**src/rtl/scs_pkg.sv**
```systemverilog
`timescale 1ns / 1ps
// ----------------------------------------------------------------------------
// scs_pkg
// shared types, codes and limits of the smtp client sequencer
// ----------------------------------------------------------------------------
package scs_pkg;

  // longest reply, in bytes, before the exchange is cut off
  localparam int MAX_REPLY_BYTES = 8192;
  // reply byte counter width covers the incremented count, up to MAX_REPLY_BYTES + 1
  localparam int LEN_W = $clog2(MAX_REPLY_BYTES + 2);

  localparam int CODE_W = 10;

  // expected reply codes
  localparam logic [CODE_W-1:0] CODE_READY      = 10'd220;
  localparam logic [CODE_W-1:0] CODE_OK         = 10'd250;
  localparam logic [CODE_W-1:0] CODE_FORWARD    = 10'd251;
  localparam logic [CODE_W-1:0] CODE_AUTH_CONT  = 10'd334;
  localparam logic [CODE_W-1:0] CODE_AUTH_OK    = 10'd235;
  localparam logic [CODE_W-1:0] CODE_DATA_START = 10'd354;

  // configuration register indexes
  localparam logic [1:0] CFG_SECURITY_MODE       = 2'd0;
  localparam logic [1:0] CFG_AUTH_MODE           = 2'd1;
  localparam logic [1:0] CFG_CREDENTIALS_PRESENT = 2'd2;
  localparam logic [1:0] CFG_UPGRADE_AVAILABLE   = 2'd3;

  // register value codes
  localparam logic [1:0] SEC_STARTTLS = 2'd1;
  localparam logic [1:0] AUTH_NONE    = 2'd0;
  localparam logic [1:0] AUTH_LOGIN   = 2'd1;

  typedef enum logic [2:0] {
    ACT_START     = 3'd0,
    ACT_BYTE      = 3'd1,
    ACT_CLOSE     = 3'd2,
    ACT_UP_DONE   = 3'd3,
    ACT_UP_FAILED = 3'd4
  } action_t;

  typedef enum logic [3:0] {
    CMD_NONE       = 4'd0,
    CMD_EHLO       = 4'd1,
    CMD_STARTTLS   = 4'd2,
    CMD_BEGIN_TLS  = 4'd3,
    CMD_AUTH_LOGIN = 4'd4,
    CMD_USER       = 4'd5,
    CMD_PASS       = 4'd6,
    CMD_AUTH_PLAIN = 4'd7,
    CMD_MAIL       = 4'd8,
    CMD_RCPT       = 4'd9,
    CMD_DATA       = 4'd10,
    CMD_BODY       = 4'd11,
    CMD_QUIT       = 4'd12
  } cmd_t;

  typedef enum logic [2:0] {
    ST_RUNNING        = 3'd0,
    ST_DONE           = 3'd1,
    ST_REFUSED        = 3'd2,
    ST_CLOSED         = 3'd3,
    ST_TOO_LONG       = 3'd4,
    ST_NO_CREDENTIALS = 3'd5,
    ST_NO_UPGRADE     = 3'd6,
    ST_UPGRADE_FAILED = 3'd7
  } stat_t;

  typedef enum logic [3:0] {
    PH_IDLE     = 4'd0,
    PH_GREET    = 4'd1,
    PH_EHLO1    = 4'd2,
    PH_STLS     = 4'd3,
    PH_UPGRADE  = 4'd4,
    PH_EHLO2    = 4'd5,
    PH_ALOGIN   = 4'd6,
    PH_AUSER    = 4'd7,
    PH_APASS    = 4'd8,
    PH_APLAIN   = 4'd9,
    PH_MAIL     = 4'd10,
    PH_RCPT     = 4'd11,
    PH_DATA     = 4'd12,
    PH_BODY     = 4'd13,
    PH_QUIT     = 4'd14,
    PH_FINISHED = 4'd15
  } phase_t;

  typedef struct packed {
    logic [1:0] security_mode;
    logic [1:0] auth_mode;
    logic       credentials_present;
    logic       upgrade_available;
  } cfg_t;

  // phase controller to line scanner
  typedef struct packed {
    logic byte_en;
    logic restart;
  } scan_ctl_t;

  // line scanner to phase controller
  typedef struct packed {
    logic              complete;
    logic              too_long;
    logic [CODE_W-1:0] code;
  } scan_evt_t;

  typedef struct packed {
    logic              valid;
    cmd_t              command;
    stat_t             status;
    logic [CODE_W-1:0] code;
  } result_t;

endpackage

```
**src/rtl/scs_line_scanner.sv**
```systemverilog
`timescale 1ns / 1ps
// ----------------------------------------------------------------------------
// scs_line_scanner
// tracks the current reply line and reply length, flags a final line or an overlong reply
// ----------------------------------------------------------------------------
module scs_line_scanner (
  input  logic                  clk,
  input  logic                  rst,
  input  logic                  advance,
  input  logic [7:0]            rx_byte,
  input  scs_pkg::scan_ctl_t    ctl,
  output scs_pkg::scan_evt_t    evt
);
  import scs_pkg::*;

  logic [2:0]        line_pos;
  logic [CODE_W-1:0] code_acc;
  logic              digits_ok;
  logic              space4;
  logic [LEN_W-1:0]  reply_len;

  logic [2:0]        line_pos_next;
  logic [CODE_W-1:0] code_acc_next;
  logic              digits_ok_next;
  logic              space4_next;
  logic [LEN_W-1:0]  reply_len_next;

  logic [LEN_W-1:0]  len_inc;
  logic [13:0]       acc_sum;
  logic              is_lf;

  always_comb begin
    len_inc  = reply_len + LEN_W'(1);
    is_lf    = (rx_byte == 8'h0A);
    acc_sum  = (14'(code_acc) << 3) + (14'(code_acc) << 1) + 14'(rx_byte - 8'h30);

    evt.complete = is_lf && digits_ok && space4 && (line_pos == 3'd4);
    evt.code     = code_acc;
    evt.too_long = !evt.complete && (len_inc > LEN_W'(MAX_REPLY_BYTES));

    line_pos_next  = line_pos;
    code_acc_next  = code_acc;
    digits_ok_next = digits_ok;
    space4_next    = space4;
    reply_len_next = reply_len;

    if (ctl.restart) begin
      line_pos_next  = '0;
      code_acc_next  = '0;
      digits_ok_next = 1'b1;
      space4_next    = 1'b0;
      reply_len_next = '0;
    end else if (ctl.byte_en) begin
      reply_len_next = evt.complete ? '0 : len_inc;
      if (is_lf) begin
        line_pos_next  = '0;
        code_acc_next  = '0;
        digits_ok_next = 1'b1;
        space4_next    = 1'b0;
      end else begin
        if (line_pos < 3'd3) begin
          if (rx_byte inside {[8'h30:8'h39]}) begin
            code_acc_next = acc_sum[CODE_W-1:0];
          end else begin
            digits_ok_next = 1'b0;
          end
        end else if (line_pos == 3'd3) begin
          space4_next = (rx_byte == 8'h20);
        end
        if (line_pos < 3'd4) begin
          line_pos_next = line_pos + 3'd1;
        end
      end
      // overlong reply drops everything gathered so far
      if (evt.too_long) begin
        reply_len_next = '0;
        line_pos_next  = '0;
        code_acc_next  = '0;
        digits_ok_next = 1'b1;
        space4_next    = 1'b0;
      end
    end
  end

  always_ff @(posedge clk) begin
    if (rst) begin
      line_pos  <= '0;
      code_acc  <= '0;
      digits_ok <= 1'b1;
      space4    <= 1'b0;
      reply_len <= '0;
    end else if (advance) begin
      line_pos  <= line_pos_next;
      code_acc  <= code_acc_next;
      digits_ok <= digits_ok_next;
      space4    <= space4_next;
      reply_len <= reply_len_next;
    end
  end

  a_pos_range: assert property (@(posedge clk) disable iff (rst)
    line_pos <= 3'd4)
    else $error("line position beyond fourth byte");

  a_len_range: assert property (@(posedge clk) disable iff (rst)
    reply_len <= LEN_W'(MAX_REPLY_BYTES))
    else $error("reply length kept above limit");

endmodule

```
**src/rtl/scs_phase_ctrl.sv**
```systemverilog
`timescale 1ns / 1ps
// ----------------------------------------------------------------------------
// scs_phase_ctrl
// exchange phase state machine, checks reply codes and picks the next command
// ----------------------------------------------------------------------------
module scs_phase_ctrl (
  input  logic                clk,
  input  logic                rst,
  input  logic                advance,
  input  logic [2:0]          action,
  input  scs_pkg::cfg_t       cfg,
  input  scs_pkg::scan_evt_t  evt,
  output scs_pkg::scan_ctl_t  ctl,
  output scs_pkg::result_t    result
);
  import scs_pkg::*;

  phase_t            phase;
  phase_t            phase_next;
  logic              running;
  logic [CODE_W-1:0] want;
  logic              code_ok;

  always_ff @(posedge clk) begin
    if (rst) begin
      phase <= PH_IDLE;
    end else if (advance) begin
      phase <= phase_next;
    end
  end

  always_comb begin
    running = (phase != PH_IDLE) && (phase != PH_FINISHED);

    case (phase)
      PH_GREET, PH_STLS:   want = CODE_READY;
      PH_ALOGIN, PH_AUSER: want = CODE_AUTH_CONT;
      PH_APASS, PH_APLAIN: want = CODE_AUTH_OK;
      PH_DATA:             want = CODE_DATA_START;
      default:             want = CODE_OK;
    endcase
    code_ok = (phase == PH_RCPT) ? (evt.code == CODE_OK || evt.code == CODE_FORWARD)
                                 : (evt.code == want);

    phase_next     = phase;
    ctl            = '0;
    result.valid   = 1'b0;
    result.command = CMD_NONE;
    result.status  = ST_RUNNING;
    result.code    = '0;

    case (action_t'(action))
      ACT_START: begin
        phase_next  = PH_GREET;
        ctl.restart = 1'b1;
      end
      ACT_BYTE: begin
        if (running && phase != PH_UPGRADE) begin
          ctl.byte_en = 1'b1;
          if (evt.complete) begin
            result.valid = 1'b1;
            result.code  = evt.code;
            if (phase == PH_QUIT) begin
              result.status = ST_DONE;
            end else if (!code_ok) begin
              result.status = ST_REFUSED;
            end else begin
              case (phase)
                PH_GREET: begin
                  phase_next     = PH_EHLO1;
                  result.command = CMD_EHLO;
                end
                PH_EHLO1, PH_EHLO2: begin
                  if (phase == PH_EHLO1 && cfg.security_mode == SEC_STARTTLS) begin
                    phase_next     = PH_STLS;
                    result.command = CMD_STARTTLS;
                  end else if (cfg.auth_mode == AUTH_NONE) begin
                    phase_next     = PH_MAIL;
                    result.command = CMD_MAIL;
                  end else if (!cfg.credentials_present) begin
                    result.status = ST_NO_CREDENTIALS;
                  end else if (cfg.auth_mode == AUTH_LOGIN) begin
                    phase_next     = PH_ALOGIN;
                    result.command = CMD_AUTH_LOGIN;
                  end else begin
                    phase_next     = PH_APLAIN;
                    result.command = CMD_AUTH_PLAIN;
                  end
                end
                PH_STLS: begin
                  if (!cfg.upgrade_available) begin
                    result.status = ST_NO_UPGRADE;
                  end else begin
                    phase_next     = PH_UPGRADE;
                    result.command = CMD_BEGIN_TLS;
                  end
                end
                PH_ALOGIN: begin
                  phase_next     = PH_AUSER;
                  result.command = CMD_USER;
                end
                PH_AUSER: begin
                  phase_next     = PH_APASS;
                  result.command = CMD_PASS;
                end
                PH_APASS, PH_APLAIN: begin
                  phase_next     = PH_MAIL;
                  result.command = CMD_MAIL;
                end
                PH_MAIL: begin
                  phase_next     = PH_RCPT;
                  result.command = CMD_RCPT;
                end
                PH_RCPT: begin
                  phase_next     = PH_DATA;
                  result.command = CMD_DATA;
                end
                PH_DATA: begin
                  phase_next     = PH_BODY;
                  result.command = CMD_BODY;
                end
                default: begin
                  phase_next     = PH_QUIT;
                  result.command = CMD_QUIT;
                end
              endcase
            end
          end else if (evt.too_long) begin
            result.valid  = 1'b1;
            result.status = (phase == PH_QUIT) ? ST_DONE : ST_TOO_LONG;
          end
        end
      end
      ACT_CLOSE: begin
        if (running) begin
          result.valid  = 1'b1;
          result.status = (phase == PH_QUIT) ? ST_DONE : ST_CLOSED;
        end
      end
      ACT_UP_DONE: begin
        if (phase == PH_UPGRADE) begin
          phase_next     = PH_EHLO2;
          ctl.restart    = 1'b1;
          result.valid   = 1'b1;
          result.command = CMD_EHLO;
        end
      end
      ACT_UP_FAILED: begin
        if (phase == PH_UPGRADE) begin
          result.valid  = 1'b1;
          result.status = ST_UPGRADE_FAILED;
        end
      end
      default: begin
      end
    endcase

    if (result.valid && result.status != ST_RUNNING) begin
      phase_next = PH_FINISHED;
    end
  end

  a_end_finishes: assert property (@(posedge clk) disable iff (rst)
    advance && result.valid && result.status != ST_RUNNING |=> phase == PH_FINISHED)
    else $error("terminal status did not finish the exchange");

  a_end_no_cmd: assert property (@(posedge clk) disable iff (rst)
    result.valid && result.status != ST_RUNNING |-> result.command == CMD_NONE)
    else $error("command issued together with a terminal status");

endmodule

```
**src/rtl/smtp_client_sequencer.sv**
```systemverilog
`timescale 1ns / 1ps
// ----------------------------------------------------------------------------
// smtp_client_sequencer
// smtp submission client sequencer: reply parsing and command selection
// ----------------------------------------------------------------------------
//
//  channel   direction  handshake              payload
//  -------   ---------  ---------------------  --------------------------------
//  input     in         in_valid / in_ready    action, rx_byte
//  output    out        out_valid / out_ready  command, status, reply_code
//  config    in         cfg_valid / cfg_ready  cfg_index, cfg_data
//
//  a request sits in the input register while the scanner and phase
//  logic resolve it; its result goes to the result register once that register can take it
//  sustained rate is one request per cycle while out_ready stays high
//  a request that gives no result still waits only on the result register
//  reset (synchronous) returns the phase to idle and clears the line state,
//  config returns to its defaults; cfg_ready is always high
//  a stalled result holds the result register, and the input register then
//  holds one more request before in_ready drops
//
module smtp_client_sequencer (
  input  logic       clk,
  input  logic       rst,
  // request channel
  input  logic       in_valid,
  output logic       in_ready,
  input  logic [2:0] action,
  input  logic [7:0] rx_byte,
  // result channel
  output logic       out_valid,
  input  logic       out_ready,
  output logic [3:0] command,
  output logic [2:0] status,
  output logic [9:0] reply_code,
  // configuration channel
  input  logic       cfg_valid,
  output logic       cfg_ready,
  input  logic [1:0] cfg_index,
  input  logic [1:0] cfg_data
);
  import scs_pkg::*;

  // configuration registers
  cfg_t cfg;

  // input register
  logic       ireg_valid;
  logic [2:0] ireg_action;
  logic [7:0] ireg_byte;

  // result register
  cmd_t              out_command;
  stat_t             out_status;
  logic [CODE_W-1:0] res_code;

  logic      advance;
  scan_ctl_t scan_ctl;
  scan_evt_t scan_evt;
  result_t   result;

  assign cfg_ready = 1'b1;

  always_ff @(posedge clk) begin
    if (rst) begin
      cfg.security_mode       <= 2'd0;
      cfg.auth_mode           <= AUTH_NONE;
      cfg.credentials_present <= 1'b0;
      cfg.upgrade_available   <= 1'b1;
    end else if (cfg_valid && cfg_ready) begin
      case (cfg_index)
        CFG_SECURITY_MODE:       cfg.security_mode       <= cfg_data;
        CFG_AUTH_MODE:           cfg.auth_mode           <= cfg_data;
        CFG_CREDENTIALS_PRESENT: cfg.credentials_present <= cfg_data[0];
        CFG_UPGRADE_AVAILABLE:   cfg.upgrade_available   <= cfg_data[0];
        default: begin
        end
      endcase
    end
  end

  // the held request moves on once the result register can take its result
  assign advance  = ireg_valid && (!out_valid || out_ready);
  assign in_ready = !ireg_valid || advance;

  always_ff @(posedge clk) begin
    if (rst) begin
      ireg_valid <= 1'b0;
    end else if (in_ready) begin
      ireg_valid <= in_valid;
    end
  end

  always_ff @(posedge clk) begin
    if (in_valid && in_ready) begin
      ireg_action <= action;
      ireg_byte   <= rx_byte;
    end
  end

  scs_line_scanner u_scanner (
    .clk     (clk),
    .rst     (rst),
    .advance (advance),
    .rx_byte (ireg_byte),
    .ctl     (scan_ctl),
    .evt     (scan_evt)
  );

  scs_phase_ctrl u_phase (
    .clk     (clk),
    .rst     (rst),
    .advance (advance),
    .action  (ireg_action),
    .cfg     (cfg),
    .evt     (scan_evt),
    .ctl     (scan_ctl),
    .result  (result)
  );

  // result register
  always_ff @(posedge clk) begin
    if (rst) begin
      out_valid <= 1'b0;
    end else if (advance && result.valid) begin
      out_valid <= 1'b1;
    end else if (out_ready) begin
      out_valid <= 1'b0;
    end
  end

  always_ff @(posedge clk) begin
    if (advance && result.valid) begin
      out_command <= result.command;
      out_status  <= result.status;
      res_code    <= result.code;
    end
  end

  assign command    = out_command;
  assign status     = out_status;
  assign reply_code = res_code;

  // backpressure only comes from a full input register behind a stalled result
  a_ready_cause: assert property (@(posedge clk) disable iff (rst)
    !in_ready |-> ireg_valid && out_valid && !out_ready)
    else $error("input stalled without a stalled result");

  // a request with a result always lands in the result register
  a_result_loaded: assert property (@(posedge clk) disable iff (rst)
    advance && result.valid |=> out_valid)
    else $error("result lost on its way to the output");

endmodule

```
**config.mk**
```make
export PLATFORM = sky130hd
export DESIGN_NAME = smtp_client_sequencer
export DESIGN_NICKNAME = d
export VERILOG_FILES = /design/src/rtl/scs_pkg.sv /design/src/rtl/scs_line_scanner.sv /design/src/rtl/scs_phase_ctrl.sv /design/src/rtl/smtp_client_sequencer.sv
export SDC_FILE = /design/constraint.sdc
export NUM_CORES = 1
export LEC_CHECK = 0
export BUFFER_PORTS_ARGS = -buffer_cell sky130_fd_sc_hd__buf_4
export CORE_MARGIN = 5
export CORE_UTILIZATION = 54
export CTS_CLUSTER_DIAMETER = 40
export DETAILED_ROUTE_END_ITERATION = 16
export PLACE_DENSITY = 0.85
export SLEW_MARGIN = 30
export SYNTH_ARGS = -nofsm -noshare
export SYNTH_HDL_FRONTEND = slang
export SYNTH_SLANG_ARGS = --single-unit
```
**constraint.sdc**
```tcl
create_clock -name clk -period 3.2 [get_ports clk]
set_input_delay 0.96 -clock clk [delete_from_list [all_inputs] [get_ports clk]]
set_output_delay 0.96 -clock clk [all_outputs]
set_load 0.03 [all_outputs]
```
==> Yosys cells after proc, flatten, opt, wreduce, memory -nomap -nowiden <==
Index checks and enable logic that the tools add are counted.
{ "word_totals": {"register_bits": 69, "inputBits": 20, "output_inout_bits": 20} }
{ "op_classes": {"n_addsub": 5, "n_lt_le_gt_ge": 5, "eq_ne": 40, "muxes": 79, "n_reduce_logical": 45} }
{ "ops": {"columns": ["cell", "count"], "rows": [
  ["$pmux 4 s9", 2],
  ["$mux 10", 7],
  ["$mux 4", 17],
  ["$mux 14", 4],
  ["$mux 3", 16],
  ["$pmux 9 s4", 1],
  ["$eq 4x4->1 const B", 6],
  ["$reduce_bool 4->1", 6],
  ["$mux 1", 21],
  ["$add 10x10->10", 2],
  ["$eq 10x8->1 const B", 2],
  ["$mux 18", 1],
  ["$eq 4x3->1 const B", 4],
  ["$ne 4x3->1 const B", 4],
  ["$add 14x1->14 const B", 1],
  ["$gt 14x14->1 const B", 1],
  ["$logic_and 1x1->1", 12],
  ["$pmux 4 s3", 1],
  ["$reduce_and 4->1", 3],
  ["$eq 10x9->1", 1],
  ["$reduce_and 2->1", 5],
  ["$eq 3x2->1 const B", 3],
  ["$ne 3x1->1 const B", 3],
  ["$pmux 3 s3", 1],
  ["33 further kinds", 50]
]} }

==> Longest topological paths before layout <==
Gate-level depths: netlist of run 1.
{ "logic_depth": {"word_depth": 15, "depth_mapped": 13} }

==> Cells and area by module <==
A second synthesis of run 1 with hierarchy kept.
{ "unflattened": {"cells_unflattened": 515, "hier_area_um2": 4648.2} }
{ "by_module_without_submodules": {"columns": ["module", "instances", "cells_each", "area_each_um2", "seq_area_each_um2"], "rows": [
  ["scs_line_scanner", 1, 278, 2243.4, 580.6],
  ["smtp_client_sequencer", 1, 66, 1216.2, 1001.0],
  ["scs_phase_ctrl", 1, 171, 1188.6, 80.1]
]} }

==> Worst setup path before layout of run 1 <==
No wires, ideal clock.
{ "synth_timing": {"path_kind": "flip-flop to flip-flop", "startpoint": "register ireg_byte[4]", "endpoint": "register u_phase.phase[1]", "setup_time_ns": 0.145, "t_arrival_ns": 2.860, "slack_ns": 0.194, "path_stages_with_launch": 11, "path_buffers": 0, "period_less_slack_ns": 3.006, "cell_sequence": "edfxtp_1 inv_1 ha_1 nand3_1 nor4b_4 nand2_1 nor4_1 or3b_2 a2111oi_2 o31a_1 a2111oi_0"} }
{ "synth_via": {"elab_chain_cells": 14, "word_cells_on_any_way": 25, "classes_between": "eq/ne: 8; mux: 8; reduce/logical: 9"} }
{ "synth_lines": {"columns": ["item", "line", "source"], "rows": [
  ["start: declaration", "smtp_client_sequencer.sv:50", "logic [7:0] ireg_byte;"],
  ["start signal: assignment", "smtp_client_sequencer.sv:97", "ireg_byte <= rx_byte;"],
  ["$eq 8x4->1 *", "scs_line_scanner.sv:34", "is_lf = (rx_byte == 8'h0A);"],
  ["$logic_and 1x1->1 * (3 in series)", "scs_line_scanner.sv:37", "evt.complete = is_lf && digits_ok && space4 && (line_pos == 3'd4);"],
  ["$logic_not 1->1", "scs_line_scanner.sv:39", "evt.too_long = !evt.complete && (len_inc > LEN_W'(MAX_REPLY_BYTES));"],
  ["$logic_and 1x1->1", "scs_line_scanner.sv:39", null],
  ["$mux 3", "scs_phase_ctrl.sv:128", "end else if (evt.too_long) begin"],
  ["$mux 3", "scs_phase_ctrl.sv:60", "if (evt.complete) begin"],
  ["$mux 18", "scs_phase_ctrl.sv:58", "if (running && phase != PH_UPGRADE) begin"],
  ["$pmux 3 s3", "scs_phase_ctrl.sv:52", "case (action_t'(action))"],
  ["$reduce_bool 3->1", "scs_phase_ctrl.sv:158", "if (result.valid && result.status != ST_RUNNING) begin"],
  ["$logic_and 1x1->1", "scs_phase_ctrl.sv:158", null],
  ["$ne 6x3->1 (no source line) (tied with other cells)", null, null],
  ["$reduce_and 9->1 (no source line)", null, null],
  ["end signal: assignment", "scs_phase_ctrl.sv:28", "phase <= phase_next;"],
  ["end: declaration", "scs_phase_ctrl.sv:18", "phase_t phase;"]
]} }
Mark *: on every way between the ends. The rest lies on a longest branch, timed or not.
A chain may end at the register's enable or synchronous reset.

==> Worst setup path in the final report of run 1 <==
{ "layout_timing": {"startpoint": "register u_phase.phase[1]", "endpoint": "register u_phase.phase[0]"} }
{ "layout_via": {"elab_chain_cells": 14, "word_cells_on_any_way": 61, "classes_between": "eq/ne: 23; mux: 26; reduce/logical: 12"} }
{ "layout_lines": {"columns": ["item", "line", "source"], "rows": [
  ["$eq 4x4->1 (tied with other cells)", "scs_phase_ctrl.sv:35, scs_phase_ctrl.sv:68", null],
  ["$reduce_or 2->1 (on tied branches)", "scs_phase_ctrl.sv:35, scs_phase_ctrl.sv:68", null],
  ["$pmux 9 s4", "scs_phase_ctrl.sv:35", "case (phase)"],
  ["$eq 10x9->1", "scs_phase_ctrl.sv:43", ": (evt.code == want);"],
  ["$mux 1", "scs_phase_ctrl.sv:42", "code_ok = (phase == PH_RCPT) ? (evt.code == CODE_OK || evt.code == CODE_FORWARD)"],
  ["$mux 3", "scs_phase_ctrl.sv:65", "end else if (!code_ok) begin"],
  ["$mux 3", "scs_phase_ctrl.sv:63", "if (phase == PH_QUIT) begin"],
  ["$mux 3", "scs_phase_ctrl.sv:60", null],
  ["$mux 18", "scs_phase_ctrl.sv:58", null],
  ["$pmux 3 s3", "scs_phase_ctrl.sv:52", null],
  ["$reduce_bool 3->1", "scs_phase_ctrl.sv:158", null],
  ["$logic_and 1x1->1", "scs_phase_ctrl.sv:158", null],
  ["$ne 6x3->1 (no source line) (tied with other cells)", null, null],
  ["$reduce_and 9->1 (no source line)", null, null]
]} }
Parallel ways exist; a longest one is shown, timed or not. The select of a mux whose other input is x is not followed.

==> reports/metrics.yaml, run 1 <==
critical_path:
  cp.required_ns: 3.43
  worstSetupEndpointType: "flip-flop"
  crit_fanout: 12
  path_common_cell: "buf_4"
  arrival_ns: 3.30
  startpoint: "u_phase.phase[1]"
  slowest_delay_ns: 0.50
  worstSetupStartpointType: "flip-flop"
  crit_path_cell_trace: "buf_4, nor4bb_1, a31oi_1, and3b_1, a311oi_1, o32a_1, o2111ai_1, a2111oi_2, buf_4, o21ai_0"
  path_class: "flip-flop to flip-flop"
  critPathSlowestCell: "a2111oi_2"
  rr_startpoint: "u_phase.phase[1]"
synthesis:
  ys_seq_area_share_pct: 36.8
  postSynthAreaPerCell_um2: 8.86
  ys_ff_latch: 69
  synth_top_area_share_pct: 18.6
  synth_area_um2: 4520
  synthesis.nets: 553
  synth_area_leaders: "edfxtp_1 (19%), dfxtp_1 (18%), a21oi_1 (5.0%), ha_1 (4.4%), o21ai_0 (3.5%)"
  async_flop_share_pct: 0
  syn_inst: 510
  yosys_warnings: 0
  synthFlopType: "dfxtp_1"
  synthDistinctLibCells: 82
  synth_top_area_cell: "edfxtp_1"
  synth_edf_count: 28
sta:
  finalCriticalPeriod_ns: 3.07
  rsz0062_at_grt: "no"
  max_freq_mhz: 326
  period_share_pct: 95.9
  fin_tns_setup_ns: 0
  worst_pin_slew_ns: 0.574
  timing.final.hold_violations: 0
  setup_viol: 0
  skew_ns: 0.00869
  max_slew_margin_pct: 61.4
  maxSlewViolCount: 0
pwr:
  peakVddDrop_mv: 0.223
  p_per_area_nw_per_um2: 377
  power.leakage_nw: 1.90
route:
  firstDrtPassIters: 5
  drt_iter0_markers: 265
  routed_wl_um: 11500
  viasPerCell: 6.25
  num_vias: 4241
  ant_nets: 0
  wl_per_cell_um: 17.0
  route.detailed.drc: 0
floorplanning:
  initial_core_util_pct: 55.2
  fp-row-count: 33
  die_area_um2: 10300
  ios: 40
  coreArea_um2: 8180
  die_h_um: 101
  die_w_um: 101
placed_design:
  io_buffers: 38
  place_hpwl_um: 8450
  post_dp_cell_area_um2: 5020
  gp_congestion: 1.02
global_route:
  use_met2_pct: 38.2
  grt_pass1_vias: 3931
  busiest_layer: "met2"
  overflow: 0
  grt_max_degree: 41
  grt_usage_pct: 22.6
  global_route.usage.met1_pct: 29.0
  use_met3_pct: 3.72
  antenna_found_initial: 0
  grt_first_pass_wirelength_um: 18700
clocking:
  clk_latency_ns: 0.35
  clkSinkCount: 69
  cts_buffer_depth: 2
  cts_buffers: 9
  cts_tree: "done"
  h-tree-depth: 3
  cts_root_buf: "clkbuf_8"
  clk_pin_slew_worst_paths_ns: 0.08
final_layout:
  fin_nets: 612
  final_area_um2: 5300
  syn_to_final_growth_pct: 17.2
  n_antenna_cell: 0
  drive_above_1_share_pct: 19.5
min_path:
  hp-start: "u_scanner.digits_ok"
  min_path_type: "flip-flop to flip-flop"
run:
  max_cap_violations: 0
outcome:
  status: "finished, final reports clean"
logic make-up (layout without fill, tap and decap cells):
family / Yosys count / in the layout / synth area share (%)
AOI/OAI and AO/OA: 142 / 142 / 21.2
xor gates and xnor gates: 12 / 12 / 2.33
other: 1 / 1 / 0.0830
adders and majority gates: 23 / 23 / 7.53
and+or+nand+nor: 204 / 204 / 24.9
muxes: 6 / 6 / 1.33
DFF: 69 / 69 / 36.8
buffers and inverters: 53 / 117 / 5.84
repair_timing:
item	in CTS	in global routing
setup buffers	0	1
setup endpoints to repair	0	22
hold buffers	0	0
resized for setup	0	9
state kept, by name, indices dropped and copies added (netlist names):
name	count
u_scanner.reply_len	14
status	3
reply_code	10
command	4
u_scanner.space4	1
ireg_byte	8
u_scanner.digits_ok	1
ireg_action	3
u_scanner.code_acc	10
cfg	6
out_valid	1
u_phase.phase	4
u_scanner.line_pos	3
ireg_valid	1
final cells by class:
| type | instances | area, um2 |
|---|---|---|
| Sequential cell | 69 | 1660 |
| Inverter | 31 | 116 |
| Clock buffer | 9 | 124 |
| Fill cell | 707 | 2880 |
| Tap cell | 105 | 131 |
| Multi-Input combinational cell | 388 | 2620 |
| Clock inverter | 7 | 114 |
| Timing Repair Buffer | 70 | 526 |
where the power goes:
part | internal (mW) | total [mW] | switching [mW]
Sequential | 0.930 | 0.954 | 0.0246
Combinational | 0.0815 | 0.190 | 0.108
Clock | 0.513 | 0.852 | 0.339
cells in the final DEF, fill, tap and decap left out, drive strengths merged, types with 4 or more instances in the layout:
cell type  netlist  final
o31ai            4      4
inv             30     30
buf              4     70
dfxtp           41     41
a211oi           4      4
a22o             5      5
nor2b            6      6
nand2           41     41
edfxtp          28     28
nor4             8      8
a2111oi          7      7
ha              16     16
a21o             5      5
nor2            42     42
nand3           15     15
o21ai           33     33
a21oi           45     45
mux2i            6      6
a31oi            4      4
or3              8      8
nand4            6      6
and3             4      4
and2             6      6
xnor2            9      9
or2              4      4
nand3b          13     13
nor3            17     17
fa               7      7
nand2b          13     13
o41ai            4      4
clkbuf          17      9
through the flow:
stage / setup slack (ns) / hold slack, ns / utilization, % / total power, mW / std cells
2_1_floorplan: 0.194 / 0.435 / - / 1.08 / 510
3_3_place_gp: 0.203 / 0.450 / 61.4 / 1.15 / 662
3_5_place_dp: 0.127 / 0.464 / 61.4 / 1.15 / 662
4_1_cts: 0.0980 / 0.474 / 64.3 / 2.00 / 678
5_1_grt: 0.00162 / 0.504 / 64.8 / 2.08 / 679
6_report: 0.130 / 0.476 / 64.8 / 2.00 / 679
Yosys cell counts, types with 3 or more instances:
library cell  number
or3_1              6
a21o_1             5
and2_1             6
nor3_1            17
nand2b_1          13
fa_1               7
nand3_1           15
a311oi_1           3
nand4_1            6
o21ai_0           32
dfxtp_1           41
a21oi_1           45
a31oi_1            4
nor4_1             8
a211o_1            3
xnor2_1            9
nor2b_1            6
o41ai_1            4
ha_1              16
xor2_1             3
o31ai_1            4
nand2_1           41
nand3b_1          13
and3_2             3
edfxtp_1          28
a22o_1             5
a2111oi_0          4
a211oi_1           4
nor2_1            42
mux2i_1            6
inv_1             30
clkbuf_1          15
critical path: cells and delay by family, from the launching register on:
| kind | cells | cell delay [ns] |
|---|---|---|
| compound gates | 6 | 1.48 |
| buf+inv | 2 | 0.43 |
| flops | 1 | 0.46 |
| simple gates | 2 | 0.55 |
metal layers:
metal / wire, um / part of all wire [%] / vias up
li1: - / - / 1997
met1: 4780 / 41 / 2006
met2: 5600 / 49 / 201
met3: 808 / 7.0 / 37
met4: 344 / 3.0 / 0
met5: 0 / 0 / -
final timing paths:
path | end | slack, ns | cells past startpoint
setup / recovery | u_phase.phase[0] | 0.13 | 10
hold / removal | u_scanner.digits_ok | 0.48 | 2
setup reg to reg | u_phase.phase[0] | 0.13 | 10
hold reg to reg | u_scanner.digits_ok | 0.48 | 2
Note: power is estimated with default switching activity, not from simulation.
==> inputs of run 2 (changes only) <==
CTS_CLUSTER_SIZE = 16   (was default)
MAX_ROUTING_LAYER = met4   (was default)
==> reports/metrics.yaml, run 2 (synthesized netlist as in run 1, its figures left out) <==
final_layout:
  layout_commonest_cell: "buf_4"
  fillerInstances: 682  # -3.5%
  fin_nets: 618  # +0.98%
  final_area_um2: 5320  # +0.38%
  drive_above_1_share_pct: 20.5  # +1.0 points
  largest_register_ffs: 14  # unchanged
  syn_to_final_growth_pct: 17.7
  finalNonFillerCells: 685  # +0.88%
  utilization_pct: 65.0  # +0.24 points
  n_antenna_cell: 0  # unchanged
  largest_register: "u_scanner.reply_len"
  final_cell_mix: "buf_4 (76), a21oi_1 (45), nor2_1 (42)"
pwr:
  peakVddDrop_mv: 0.253  # +13%
  p_per_area_nw_per_um2: 367  # -2.8%
  power.leakage_nw: 1.91  # +0.90%
  power_mw: 1.95  # -2.4%
sta:
  hold_ws_ns: 0.493  # +0.0163 ns
  maxSlewViolCount: 0  # unchanged
  skew_ns: 0.00915  # +0.000459 ns
  finalCriticalPeriod_ns: 3.07  # +0.00231 ns
  max_freq_mhz: 325  # about the same
  timing.final.hold_violations: 0  # unchanged
  setup_viol: 0  # unchanged
  max_slew_margin_pct: 63.4  # +2.0 points
  period_share_pct: 96.0  # about the same
  worst_pin_slew_ns: 0.544  # -0.0302 ns
clocking:
  h-tree-depth: 3  # unchanged
  clk_latency_ns: 0.36  # about the same
  cts_root_buf: "clkbuf_8"
  cts_buffers: 9  # unchanged
  clk_pin_slew_worst_paths_ns: 0.08  # about the same
  cts_tree: "done"
  clkSinkCount: 69  # unchanged
  cts_buffer_depth: 2  # unchanged
global_route:
  antenna_found_initial: 0  # unchanged
  grt_usage_pct: 23.7  # +1.1 points
  grt_max_degree: 41  # unchanged
  grt_first_pass_wirelength_um: 19000  # +1.6%
  grt_pass1_vias: 3986  # +1.4%
  overflow: 0  # unchanged
min_path:
  min_path_type: "flip-flop to flip-flop"
  hp-start: "u_scanner.digits_ok"
floorplanning:
  initial_core_util_pct: 55.2  # unchanged
  die_area_um2: 10300  # unchanged
  ios: 40  # unchanged
  die_w_um: 101  # unchanged
  coreArea_um2: 8180  # unchanged
  die_h_um: 101  # unchanged
  fp-row-count: 33  # unchanged
critical_path:
  path_class: "flip-flop to flip-flop"
  crit_fanout: 7  # -5
  crit_path_cell_trace: "ha_2, nand3_1, nor3_1, or4_2, a2111oi_4, o21ai_2, or2_4, or4b_1, a21oi_1"
  rr_startpoint: "u_scanner.reply_len[1]"
  arrival_ns: 3.36  # +0.06 ns
  slowest_delay_ns: 0.58  # +0.08 ns
  worstSetupStartpointType: "flip-flop"
  worstSetupEndpointType: "flip-flop"
  startpoint: "u_scanner.reply_len[1]"
  critPathSlowestCell: "or4_2"
  cp.required_ns: 3.49  # +0.06 ns
route:
  routed_wl_um: 11600  # +0.69%
  firstDrtPassIters: 5  # unchanged
  drt_iter0_markers: 351  # +32%
  wl_per_cell_um: 16.9  # -0.19%
  route.detailed.drc: 0  # unchanged
  viasPerCell: 6.21  # -0.62%
  ant_nets: 0  # unchanged
  num_vias: 4252  # +0.26%
placed_design:
  post_dp_cell_area_um2: 5030  # +0.30%
  place_hpwl_um: 8590  # +1.7%
  place_inst: 664  # +0.30%
  gp_congestion: 1.01  # -0.44%
  io_buffers: 38  # unchanged
run:
  max_cap_violations: 0  # unchanged
outcome:
  status: "finished, final reports clean"
==> run 2: changes by cell type in the layout (fill, tap and decap cells not counted), sizes merged <==
cell / before / now
buf: 70 / 76
bufinv: 3 / 2
clkinvlp: 2 / 3
==> run 2: layer usage <==
layer	track usage, %	vias to the layer above	wire [um]
met5	-	-	0
met4	6.13	0	237
met1	30.2	1972	4850
met2	38.4	236	5570
li1	-	2015	-
met3	5.17	29	945
==> run 2: critical path: cells and delay by family (launching register included) <==
kind | cells | cell delay [ns]
flip-flops | 1 | 0.37
AO/OA/AOI/OAI | 3 | 0.81
adder cells (fa/ha/maj) | 1 | 0.22
AND/OR/NAND/NOR | 5 | 1.59
==> run 2: path summary, 6_finish.rpt <==
| path | cells after the start | end | slack (ns) |
|---|---|---|---|
| max | 9 | u_scanner.code_acc[7] | 0.13 |
| min | 2 | u_scanner.digits_ok | 0.49 |
| max reg2reg | 9 | u_scanner.code_acc[7] | 0.13 |
| min reg2reg | 2 | u_scanner.digits_ok | 0.49 |
==> run 2: stage by stage <==
stage | TNS (ns) | setup slack, ns
floorplan | 0 | 0.194
global placement | 0 | 0.196
detailed placement | 0 | 0.0408
CTS | 0 | 0.0366
global route | -0.0551 | -0.0380
finish | 0 | 0.128
==> run 2: where the power goes <==
part	internal (mW)	switching, mW	total, mW
registers	0.929	0.0225	0.952
logic	0.0848	0.111	0.196
clock network	0.441	0.360	0.801
total	1.45	0.493	1.95
==> run 2: repair_timing <==
action,CTS,global route
hold buffers,0,0
setup buffers,0,5
setup endpoints to repair,0,22
resized for setup,0,9
==> run 2: area by class of cell <==
class | count | area, um2 | share of cell area, %
Timing Repair Buffer | 76 | 571 | 10.7
Tap cell | 105 | 131 | 2.47
Clock inverter | 7 | 100 | 1.88
Inverter | 31 | 116 | 2.19
Sequential cell | 69 | 1660 | 31.3
Multi-Input combinational cell | 388 | 2610 | 49.1
Clock buffer | 9 | 124 | 2.33
